$ cat config.mk
export PLATFORM = sky130hd
export DESIGN_NAME = sequential_soft_start_ramp_unit
export DESIGN_NICKNAME = d
export VERILOG_FILES = /design/src/hw/rtl/ssr_pkg.sv /design/src/hw/rtl/sequential_soft_start_ramp_unit.sv /design/src/hw/rtl/ssr_ctrl.sv /design/src/hw/rtl/ssr_datapath.sv
export SDC_FILE = /design/constraint.sdc
export NUM_CORES = 2
export LEC_CHECK = 0
export ABC_AREA = 1
export ABC_CLOCK_PERIOD_IN_PS = 17200
export BUFFER_PORTS_ARGS = -buffer_cell sky130_fd_sc_hd__buf_2
export CAP_MARGIN = 25
export CORE_ASPECT_RATIO = 1.5
export CORE_MARGIN = 2
export CORE_UTILIZATION = 55
export DETAILED_ROUTE_END_ITERATION = 10
export GPL_TIMING_DRIVEN = 0
export PLACE_DENSITY = 0.73
export SETUP_SLACK_MARGIN = 0.3
export SYNTH_ARGS = -nofsm -noshare
export SYNTH_HDL_FRONTEND = slang
export SYNTH_SLANG_ARGS = --single-unit
$ cat constraint.sdc
create_clock -name clk -period 17.2 [get_ports clk]
set_clock_uncertainty 0.15 [all_clocks]
set_input_delay 4.3 -clock clk [delete_from_list [all_inputs] [get_ports clk]]
set_output_delay 4.3 -clock clk [all_outputs]
set_load 0.02 [all_outputs]
$ cat src/hw/rtl/ssr_pkg.sv
// ----------------------------------------------------------------------------
// ssr_pkg
// Types and constants shared by the soft-start ramp controller and datapath.
// ----------------------------------------------------------------------------
package ssr_pkg;

    // Duty is fixed point, full scale is 2^16 and needs 17 bits
    localparam int unsigned DUTY_W = 17;
    localparam logic [DUTY_W-1:0] FULL_DUTY = 17'h10000;

    // Configuration port
    localparam int unsigned CFG_W      = 16;
    localparam int unsigned CFG_ADDR_W = 2;
    localparam logic [CFG_ADDR_W-1:0] CFG_RATE_ON  = 2'd0;
    localparam logic [CFG_ADDR_W-1:0] CFG_RATE_OFF = 2'd1;
    localparam logic [CFG_ADDR_W-1:0] CFG_PERIOD   = 2'd2;

    localparam logic [CFG_W-1:0] RATE_ON_RST  = 16'd4295;
    localparam logic [CFG_W-1:0] RATE_OFF_RST = 16'd4295;
    localparam logic [CFG_W-1:0] PERIOD_RST   = 16'd1000;

    // Drive mode codes
    localparam logic [1:0] MODE_LOW  = 2'd0;
    localparam logic [1:0] MODE_HIGH = 2'd1;
    localparam logic [1:0] MODE_PWM  = 2'd2;

    // Input word kind
    localparam logic OP_SET  = 1'b0;
    localparam logic OP_TICK = 1'b1;

    // Controller states
    typedef enum logic [2:0] {
        ST_IDLE,
        ST_DECODE,
        ST_MOVE,
        ST_CURVE,
        ST_SCALE,
        ST_EMIT
    } state_t;

    // Controller to datapath
    typedef struct packed {
        logic load;
        logic write_want;
        logic select;
        logic calc_step;
        logic move;
        logic curve_step;
        logic scale;
        logic emit;
    } ssr_cmd_t;

    // Datapath to controller
    typedef struct packed {
        logic is_tick;
        logic dt_zero;
        logic active;
        logic out_busy;
        logic curve_last;
    } ssr_status_t;

endpackage

$ cat src/hw/rtl/sequential_soft_start_ramp_unit.sv
// ----------------------------------------------------------------------------
// sequential_soft_start_ramp_unit
// Soft-starts up to eight power switches one at a time. A set word records
// whether a channel is wanted on; a tick word with nonzero elapsed time either
// picks the lowest channel whose duty is off target (no output) or ramps the
// active channel linearly toward 0 or full scale and returns one word with the
// new duty, the on-time curved to duty^CURVE_POWER times the PWM period, the
// drive mode, and tlast set when the ramp is finished. A set word, a tick with
// zero time and a selecting tick go through decode only; a ramping tick also
// runs the move, curve, scale and emit states, the shared curve multiplier
// running CURVE_POWER - 1 passes, and waits in emit while the output register
// stays full. A new word is taken while the previous result still waits at
// the output.
// ----------------------------------------------------------------------------
module sequential_soft_start_ramp_unit
    import ssr_pkg::*;
#(
    parameter int NUM_CHANNELS = 4,
    parameter int CURVE_POWER  = 2
)
(
    input  logic                  clk,
    input  logic                  rst_n,
    // configuration write port
    input  logic                  cfg_we,
    input  logic [CFG_ADDR_W-1:0] cfg_addr,
    input  logic [CFG_W-1:0]      cfg_wdata,
    // input stream
    input  logic                  s_axis_tvalid,
    output logic                  s_axis_tready,
    input  logic [31:0]           s_axis_tdata,   // channel[7:0], want_on[8], elapsed_us[24:9]
    input  logic                  s_axis_tuser,   // operation
    // output stream
    output logic                  m_axis_tvalid,
    input  logic                  m_axis_tready,
    output logic [39:0]           m_axis_tdata,   // active_channel[2:0], duty_level[19:3],
                                                  // on_time_us[35:20], drive_mode[37:36]
    output logic                  m_axis_tlast    // ramp_done
);

    ssr_cmd_t          cmd;
    ssr_status_t       status;
    logic [2:0]        out_channel;
    logic [DUTY_W-1:0] out_duty;
    logic [15:0]       out_on_time;
    logic [1:0]        out_mode;

    // controller
    ssr_ctrl #(
        .CURVE_POWER (CURVE_POWER)
    ) u_ctrl (
        .clk      (clk),
        .rst_n    (rst_n),
        .in_valid (s_axis_tvalid),
        .in_ready (s_axis_tready),
        .status   (status),
        .cmd      (cmd)
    );

    // datapath
    ssr_datapath #(
        .NUM_CHANNELS (NUM_CHANNELS),
        .CURVE_POWER  (CURVE_POWER)
    ) u_datapath (
        .clk         (clk),
        .rst_n       (rst_n),
        .cmd         (cmd),
        .status      (status),
        .cfg_we      (cfg_we),
        .cfg_addr    (cfg_addr),
        .cfg_wdata   (cfg_wdata),
        .in_op       (s_axis_tuser),
        .in_channel  (s_axis_tdata[7:0]),
        .in_want     (s_axis_tdata[8]),
        .in_dt       (s_axis_tdata[24:9]),
        .out_valid   (m_axis_tvalid),
        .out_ready   (m_axis_tready),
        .out_channel (out_channel),
        .out_duty    (out_duty),
        .out_on_time (out_on_time),
        .out_mode    (out_mode),
        .out_done    (m_axis_tlast)
    );

    // output word packing
    assign m_axis_tdata = {2'b00, out_mode, out_on_time, out_duty, out_channel};

`ifndef ASSERT_OFF
    // one word at a time: after an accept the input side closes
    a_one_word: assert property (@(posedge clk) disable iff (!rst_n)
        (s_axis_tvalid && s_axis_tready) |=> !s_axis_tready)
        else $error("input accepted on consecutive cycles");

    // steady low exactly when the curved on-time is zero
    a_mode_low: assert property (@(posedge clk) disable iff (!rst_n)
        m_axis_tvalid |-> ((m_axis_tdata[35:20] == 16'd0) == (m_axis_tdata[37:36] == MODE_LOW)))
        else $error("drive mode does not match on-time");

    // a finished ramp sits at 0 or full scale, never in PWM
    a_done_steady: assert property (@(posedge clk) disable iff (!rst_n)
        (m_axis_tvalid && m_axis_tlast) |-> (m_axis_tdata[37:36] != MODE_PWM))
        else $error("finished ramp reported in PWM mode");

    // duty never exceeds full scale
    a_duty_range: assert property (@(posedge clk) disable iff (!rst_n)
        m_axis_tvalid |-> (m_axis_tdata[19:3] <= FULL_DUTY))
        else $error("duty above full scale");
`endif

endmodule

$ cat src/hw/rtl/ssr_ctrl.sv
// ----------------------------------------------------------------------------
// ssr_ctrl
// Sequencer for one input word: decode, ramp step, curve multiplies, emit.
// ----------------------------------------------------------------------------
module ssr_ctrl
    import ssr_pkg::*;
#(
    parameter int CURVE_POWER = 2
)
(
    input  logic        clk,
    input  logic        rst_n,
    input  logic        in_valid,
    output logic        in_ready,
    input  ssr_status_t status,
    output ssr_cmd_t    cmd
);

    state_t state_reg;
    state_t state_next;

    // State register
    always_ff @(posedge clk or negedge rst_n)
    begin
        if (!rst_n)
        begin
            state_reg <= ST_IDLE;
        end
        else
        begin
            state_reg <= state_next;
        end
    end

    // Next state
    always_comb
    begin
        state_next = state_reg;
        unique case (state_reg)
            ST_IDLE:
            begin
                if (in_valid)
                begin
                    state_next = ST_DECODE;
                end
            end
            ST_DECODE:
            begin
                if (status.is_tick && !status.dt_zero && status.active)
                begin
                    state_next = ST_MOVE;
                end
                else
                begin
                    state_next = ST_IDLE;
                end
            end
            ST_MOVE:
            begin
                state_next = (CURVE_POWER > 1) ? ST_CURVE : ST_SCALE;
            end
            ST_CURVE:
            begin
                if (status.curve_last)
                begin
                    state_next = ST_SCALE;
                end
            end
            ST_SCALE:
            begin
                state_next = ST_EMIT;
            end
            ST_EMIT:
            begin
                if (!status.out_busy)
                begin
                    state_next = ST_IDLE;
                end
            end
            default:
            begin
                state_next = ST_IDLE;
            end
        endcase
    end

    // Outputs
    always_comb
    begin
        cmd      = '0;
        in_ready = 1'b0;
        unique case (state_reg)
            ST_IDLE:
            begin
                in_ready = 1'b1;
                cmd.load = in_valid;
            end
            ST_DECODE:
            begin
                if (!status.is_tick)
                begin
                    cmd.write_want = 1'b1;
                end
                else if (!status.dt_zero)
                begin
                    cmd.select    = !status.active;
                    cmd.calc_step = status.active;
                end
            end
            ST_MOVE:
            begin
                cmd.move = 1'b1;
            end
            ST_CURVE:
            begin
                cmd.curve_step = 1'b1;
            end
            ST_SCALE:
            begin
                cmd.scale = 1'b1;
            end
            ST_EMIT:
            begin
                cmd.emit = !status.out_busy;
            end
            default:
            begin
                cmd = '0;
            end
        endcase
    end

endmodule

$ cat src/hw/rtl/ssr_datapath.sv
// ----------------------------------------------------------------------------
// ssr_datapath
// Channel state, configuration registers, ramp arithmetic and output word.
// ----------------------------------------------------------------------------
module ssr_datapath
    import ssr_pkg::*;
#(
    parameter int NUM_CHANNELS = 4,
    parameter int CURVE_POWER  = 2
)
(
    input  logic                  clk,
    input  logic                  rst_n,
    input  ssr_cmd_t              cmd,
    output ssr_status_t           status,
    // configuration
    input  logic                  cfg_we,
    input  logic [CFG_ADDR_W-1:0] cfg_addr,
    input  logic [CFG_W-1:0]      cfg_wdata,
    // input word
    input  logic                  in_op,
    input  logic [7:0]            in_channel,
    input  logic                  in_want,
    input  logic [15:0]           in_dt,
    // output word
    output logic                  out_valid,
    input  logic                  out_ready,
    output logic [2:0]            out_channel,
    output logic [DUTY_W-1:0]     out_duty,
    output logic [15:0]           out_on_time,
    output logic [1:0]            out_mode,
    output logic                  out_done
);

    localparam int CHW = (NUM_CHANNELS > 1) ? $clog2(NUM_CHANNELS) : 1;
    localparam int CW  = (CURVE_POWER > 2) ? $clog2(CURVE_POWER - 1) : 1;
    localparam int CURVE_W = DUTY_W + 16;  // holds up to 2^32

    // configuration registers
    logic [CFG_W-1:0] rate_on_reg;
    logic [CFG_W-1:0] rate_off_reg;
    logic [CFG_W-1:0] period_reg;

    // latched input word
    logic        op_reg;
    logic [7:0]  ch_reg;
    logic        want_reg;
    logic [15:0] dt_reg;

    // channel state
    logic [NUM_CHANNELS-1:0] wanted_reg;
    logic [DUTY_W-1:0]       duty_reg [NUM_CHANNELS];
    logic                    active_reg;
    logic [CHW-1:0]          ramp_ch_reg;

    // working registers of one ramp step
    logic [31:0]         step_reg;
    logic [DUTY_W-1:0]   duty_cur_reg;
    logic                want_cur_reg;
    logic                done_reg;
    logic [CURVE_W-1:0]  curve_reg;
    logic [CW-1:0]       curve_cnt_reg;
    logic [15:0]         on_time_reg;

    // output register
    logic                out_valid_reg;
    logic [2:0]          out_channel_reg;
    logic [DUTY_W-1:0]   out_duty_reg;
    logic [15:0]         out_on_time_reg;
    logic [1:0]          out_mode_reg;
    logic                out_done_reg;

    logic                sel_found;
    logic [CHW-1:0]      sel_idx;
    logic [DUTY_W-1:0]   duty_rd;
    logic [DUTY_W-1:0]   target_rd;
    logic [CFG_W-1:0]    rate_sel;
    logic [DUTY_W-1:0]   target_cur;
    logic [DUTY_W-1:0]   err;
    logic [DUTY_W-1:0]   duty_new;
    logic [CURVE_W+DUTY_W-1:0] curve_prod;
    logic [CURVE_W+CFG_W-1:0]  scale_prod;
    logic [1:0]          mode;
    logic                set_in_range;

    // configuration writes
    always_ff @(posedge clk or negedge rst_n)
    begin
        if (!rst_n)
        begin
            rate_on_reg  <= RATE_ON_RST;
            rate_off_reg <= RATE_OFF_RST;
            period_reg   <= PERIOD_RST;
        end
        else if (cfg_we)
        begin
            unique case (cfg_addr)
                CFG_RATE_ON:  rate_on_reg  <= cfg_wdata;
                CFG_RATE_OFF: rate_off_reg <= cfg_wdata;
                CFG_PERIOD:   period_reg   <= cfg_wdata;
                default:      ;
            endcase
        end
    end

    // input word latch
    always_ff @(posedge clk)
    begin
        if (cmd.load)
        begin
            op_reg   <= in_op;
            ch_reg   <= in_channel;
            want_reg <= in_want;
            dt_reg   <= in_dt;
        end
    end

    // lowest channel whose duty is off its target
    always_comb
    begin
        sel_found = 1'b0;
        sel_idx   = '0;
        for (int i = NUM_CHANNELS - 1; i >= 0; i--)
        begin
            if (duty_reg[i] != (wanted_reg[i] ? FULL_DUTY : '0))
            begin
                sel_found = 1'b1;
                sel_idx   = CHW'(i);
            end
        end
    end

    // ramp step arithmetic
    assign set_in_range = ({1'b0, ch_reg} < 9'(NUM_CHANNELS));
    assign duty_rd      = duty_reg[ramp_ch_reg];
    assign target_rd    = wanted_reg[ramp_ch_reg] ? FULL_DUTY : '0;
    assign rate_sel     = (duty_rd <= target_rd) ? rate_on_reg : rate_off_reg;
    assign target_cur   = want_cur_reg ? FULL_DUTY : '0;

    always_comb
    begin
        if (duty_cur_reg > target_cur)
        begin
            err      = duty_cur_reg - target_cur;
            duty_new = ({15'd0, err} < step_reg) ? target_cur
                                                 : duty_cur_reg - step_reg[DUTY_W-1:0];
        end
        else
        begin
            err      = target_cur - duty_cur_reg;
            duty_new = ({15'd0, err} < step_reg) ? target_cur
                                                 : duty_cur_reg + step_reg[DUTY_W-1:0];
        end
    end

    assign curve_prod = curve_reg * duty_cur_reg;
    assign scale_prod = curve_reg * period_reg;

    // drive mode from the curved on-time
    always_comb
    begin
        if (on_time_reg == '0)
        begin
            mode = MODE_LOW;
        end
        else if (on_time_reg >= period_reg)
        begin
            mode = MODE_HIGH;
        end
        else
        begin
            mode = MODE_PWM;
        end
    end

    // channel state
    always_ff @(posedge clk or negedge rst_n)
    begin
        if (!rst_n)
        begin
            wanted_reg  <= '0;
            active_reg  <= 1'b0;
            ramp_ch_reg <= '0;
            for (int i = 0; i < NUM_CHANNELS; i++)
            begin
                duty_reg[i] <= '0;
            end
        end
        else
        begin
            if (cmd.write_want && set_in_range)
            begin
                wanted_reg[ch_reg[CHW-1:0]] <= want_reg;
            end
            if (cmd.select && sel_found)
            begin
                active_reg  <= 1'b1;
                ramp_ch_reg <= sel_idx;
            end
            if (cmd.move)
            begin
                duty_reg[ramp_ch_reg] <= duty_new;
            end
            if (cmd.emit && done_reg)
            begin
                active_reg <= 1'b0;
            end
        end
    end

    // working registers
    always_ff @(posedge clk)
    begin
        if (cmd.calc_step)
        begin
            step_reg     <= rate_sel * dt_reg;
            duty_cur_reg <= duty_rd;
            want_cur_reg <= wanted_reg[ramp_ch_reg];
        end
        if (cmd.move)
        begin
            duty_cur_reg  <= duty_new;
            done_reg      <= (duty_new == target_cur);
            curve_reg     <= {duty_new, 16'd0};
            curve_cnt_reg <= '0;
        end
        if (cmd.curve_step)
        begin
            curve_reg     <= curve_prod[CURVE_W+15:16];
            curve_cnt_reg <= curve_cnt_reg + 1'b1;
        end
        if (cmd.scale)
        begin
            on_time_reg <= scale_prod[47:32];
        end
    end

    // output register
    always_ff @(posedge clk or negedge rst_n)
    begin
        if (!rst_n)
        begin
            out_valid_reg <= 1'b0;
        end
        else if (cmd.emit)
        begin
            out_valid_reg <= 1'b1;
        end
        else if (out_ready)
        begin
            out_valid_reg <= 1'b0;
        end
    end

    always_ff @(posedge clk)
    begin
        if (cmd.emit)
        begin
            out_channel_reg <= 3'(ramp_ch_reg);
            out_duty_reg    <= duty_cur_reg;
            out_on_time_reg <= on_time_reg;
            out_mode_reg    <= mode;
            out_done_reg    <= done_reg;
        end
    end

    assign out_valid   = out_valid_reg;
    assign out_channel = out_channel_reg;
    assign out_duty    = out_duty_reg;
    assign out_on_time = out_on_time_reg;
    assign out_mode    = out_mode_reg;
    assign out_done    = out_done_reg;

    // status to the controller
    assign status.is_tick    = (op_reg == OP_TICK);
    assign status.dt_zero    = (dt_reg == '0);
    assign status.active     = active_reg;
    assign status.out_busy   = out_valid_reg && !out_ready;
    assign status.curve_last = (curve_cnt_reg == CW'(CURVE_POWER - 2));

endmodule

==> results.yml <==
logic_synthesis:
  yosysSeqAreaShare: 0.141
  synthFlopType: "edfxtp_1"
  synth_edf_count: 165
  synthCells: 7179
  synth.distinct_cells: 54
  syn_area_per_cell_um2: 8.04
  async_flop_share: 0.435
  synthesis.area_um2: 57700
  ys_ff_latch: 292
  yosys_warnings: 0
setup_path:
  critPathRequiredTime_ns: 17.41
  cp_top_family: "adder cells"
  worst_path_max_delay_cell: "fa_1"
  crit_path_end_kind: "flip-flop"
  rrSetupSlack_ns: 7.89
  r2r-start: "u_datapath.ramp_ch_reg[0]"
  worstReg2RegEnd: "u_datapath.step_reg[29]"
  reg2reg_depth: 30
  slowest_delay_ns: 0.63
  crit_fanout: 10
  worst-path-buf-inv: 7
  arrival_ns: 9.52
  worstSetupPathType: "reg2reg"
  startpoint_type: "flip-flop"
  cp.depth: 30
  cp_common_cell: "fa_1"
layout:
  final_nets: 8856
  final_layout_size_suffix_gt1_frac: 0.0318
  final_cell_mix: "nand2_1 (1758), inv_1 (1749), fa_1 (1088)"
  multi_input_area_um2: 41600
  largest_reg_flops: 68
  final_common_cell: "nand2_1"
  area_growth_pct: 5.78
  utilization: 0.586
  nFillCells: 9786
  seqCellArea_um2: 8160
global_routing:
  overflow: 0
  grt_pass1_wl_mm: 298
  grt_pass1_vias: 51442
  grt_start_max_net_pins: 90
  track_usage: 0.375
  grt_antenna_before_repair: 3
die:
  die_area_um2: 108000
  coreArea_um2: 104000
  row_count: 145
  die_h_um: 401
  ioPinCount: 99
  start_util: 0.554
  chipWidth_um: 269
clock_network:
  cts_buffers: 29
  cts_tree: "built"
  clock_path_buffers: 3
  clock_latency_ns: 0.64
  post_cts.repair.setup_buffers: 0
  cts_max_level: 1
  cts_resized: 0
  clk_pin_slew_ns: 0.07
  clockRootBuffer: "clkbuf_16"
  ctsHoldBuffers: 0
  numClockSinks: 292
detailed_routing:
  drt_wl_total_mm: 197
  firstDrtPassIters: 6
  wire_per_inst_um: 22.5
  via_per_inst: 5.61
  vias: 49002
  drcViolationCount: 0
  drtIter0Drc: 3988
  ant_nets: 0
sta:
  fmax_mhz: 107
  post-route-min-period_ns: 9.31
  drv_slew: 0
  rsz0062_at_grt: "no"
  setup_tns_ns: 0
  final_hold_viol_count: 0
  setup_viol: 0
  worst_pin_slew_ns: 1.14
  fin_crit_sh: 0.541
  maxSlewHeadroom: 0.241
hold_path:
  holdPathEnd: "u_datapath.rate_off_reg[0]"
  hp-start: "u_datapath.rate_off_reg[0]"
  min_delay_path_depth: 2
  min_path_type: "reg2reg"
run:
  drv_cap: 0
placement:
  routabilityCongestion: 1.02
  dp_hpwl_mm: 165
  port_buffers: 88
outcome:
  outcome: "finished, final reports clean"
[routing by layer]
metal / global-route usage / vias up / wire length (um)
met3: 0.0485 / 864 / 12800
met2: 0.634 / 2360 / 96400
met4: 0.337 / 4 / 22200
met5: 0 / - / 26
met1: 0.407 / 24236 / 65200
li1: - / 21538 / -
[worst register-to-register path, delay by kind of cell (launching register included)]
kind,cells,cell delay (ns)
compound gates,9,1.56
simple gates,5,1.40
xor+xnor,1,0.18
buf+inv,7,1.36
fa+ha+maj,8,3.94
flops,1,0.45
[cell usage after synthesis, types with 4 or more instances]
library cell / number / share of area
fa_1: 1088 / 0.38
o221ai_1: 8 / 0.0012
a221oi_1: 10 / 0.0015
o21a_1: 16 / 0.0021
o22ai_1: 6 / 0.00065
buf_2: 20 / 0.0017
a21oi_1: 215 / 0.019
nand3_1: 261 / 0.023
clkbuf_1: 294 / 0.019
dfstp_2: 18 / 0.0082
xnor2_1: 31 / 0.0047
a22oi_1: 8 / 0.0010
nand2_2: 7 / 0.00076
and2_1: 4 / 0.00043
nand4_1: 39 / 0.0042
inv_1: 1749 / 0.11
nand3b_1: 18 / 0.0023
nor2_1: 397 / 0.026
a21boi_0: 7 / 0.00091
nand2_1: 1758 / 0.11
buf_4: 11 / 0.0014
dfrtp_1: 109 / 0.047
o211ai_1: 10 / 0.0013
nor4_1: 29 / 0.0031
buf_6: 7 / 0.0014
a21o_1: 18 / 0.0023
o21ai_0: 264 / 0.023
o21bai_1: 15 / 0.0020
a31oi_1: 24 / 0.0026
ha_1: 404 / 0.088
buf_1: 19 / 0.0012
xor2_1: 70 / 0.011
clkinv_1: 6 / 0.00039
nor3_1: 40 / 0.0035
edfxtp_1: 165 / 0.086
[worst max path at each step]
stage	from	endpoint	slack, ns
after floorplan	u_datapath.ramp_ch_reg[0]	u_datapath.step_reg[29]	9.73
after global placement	u_datapath.ramp_ch_reg[0]	u_datapath.step_reg[29]	8.11
after detailed placement	u_datapath.ramp_ch_reg[0]	u_datapath.step_reg[29]	8.00
after CTS	u_datapath.ramp_ch_reg[0]	u_datapath.step_reg[29]	7.98
after global routing	u_datapath.ramp_ch_reg[0]	u_datapath.step_reg[29]	7.60
final	u_datapath.ramp_ch_reg[0]	u_datapath.step_reg[29]	7.89
[cell families (layout without fill, tap and decap cells)]
family                   count (synthesis)  in the layout  synth area share
AO/OA/AOI/OAI                          616            616            0.0593
XOR/XNOR                               101            101            0.0153
adder cells (fa/ha/maj)               1492           1492             0.465
buffers and inverters                 2108           2258             0.139
flip-flops                             292            292             0.141
other                                    1              5         0.0000650
AND/OR/NAND/NOR                       2569           2569             0.180
[final cells by class]
cell class | instances | share of cell area
clock buffer | 37 | 0.0137
inverter | 1757 | 0.108
multi-input combinational | 4781 | 0.681
clock inverter | 17 | 0.00213
sequential | 292 | 0.134
tap | 1396 | 0.0286
timing repair buffer | 96 | 0.00951
antenna | 2 | 0.0000820
buffer | 351 | 0.0235
[stage by stage]
step / std cells / hold slack [ns] / setup WS, ns / cell area, um^2
finish: 8729 / 0.341 / 7.89 / 61100
global route: 8727 / 0.358 / 7.60 / 61100
CTS: 8727 / 0.338 / 7.98 / 61100
detailed placement: 8673 / 0.321 / 8.00 / 60100
global placement: 8665 / 0.314 / 8.11 / 59900
floorplan: 7181 / 0.277 / 9.73 / 57700
Power is not shown: default switching activity piles up to over one toggle a cycle in this logic, so the estimate is an artifact.
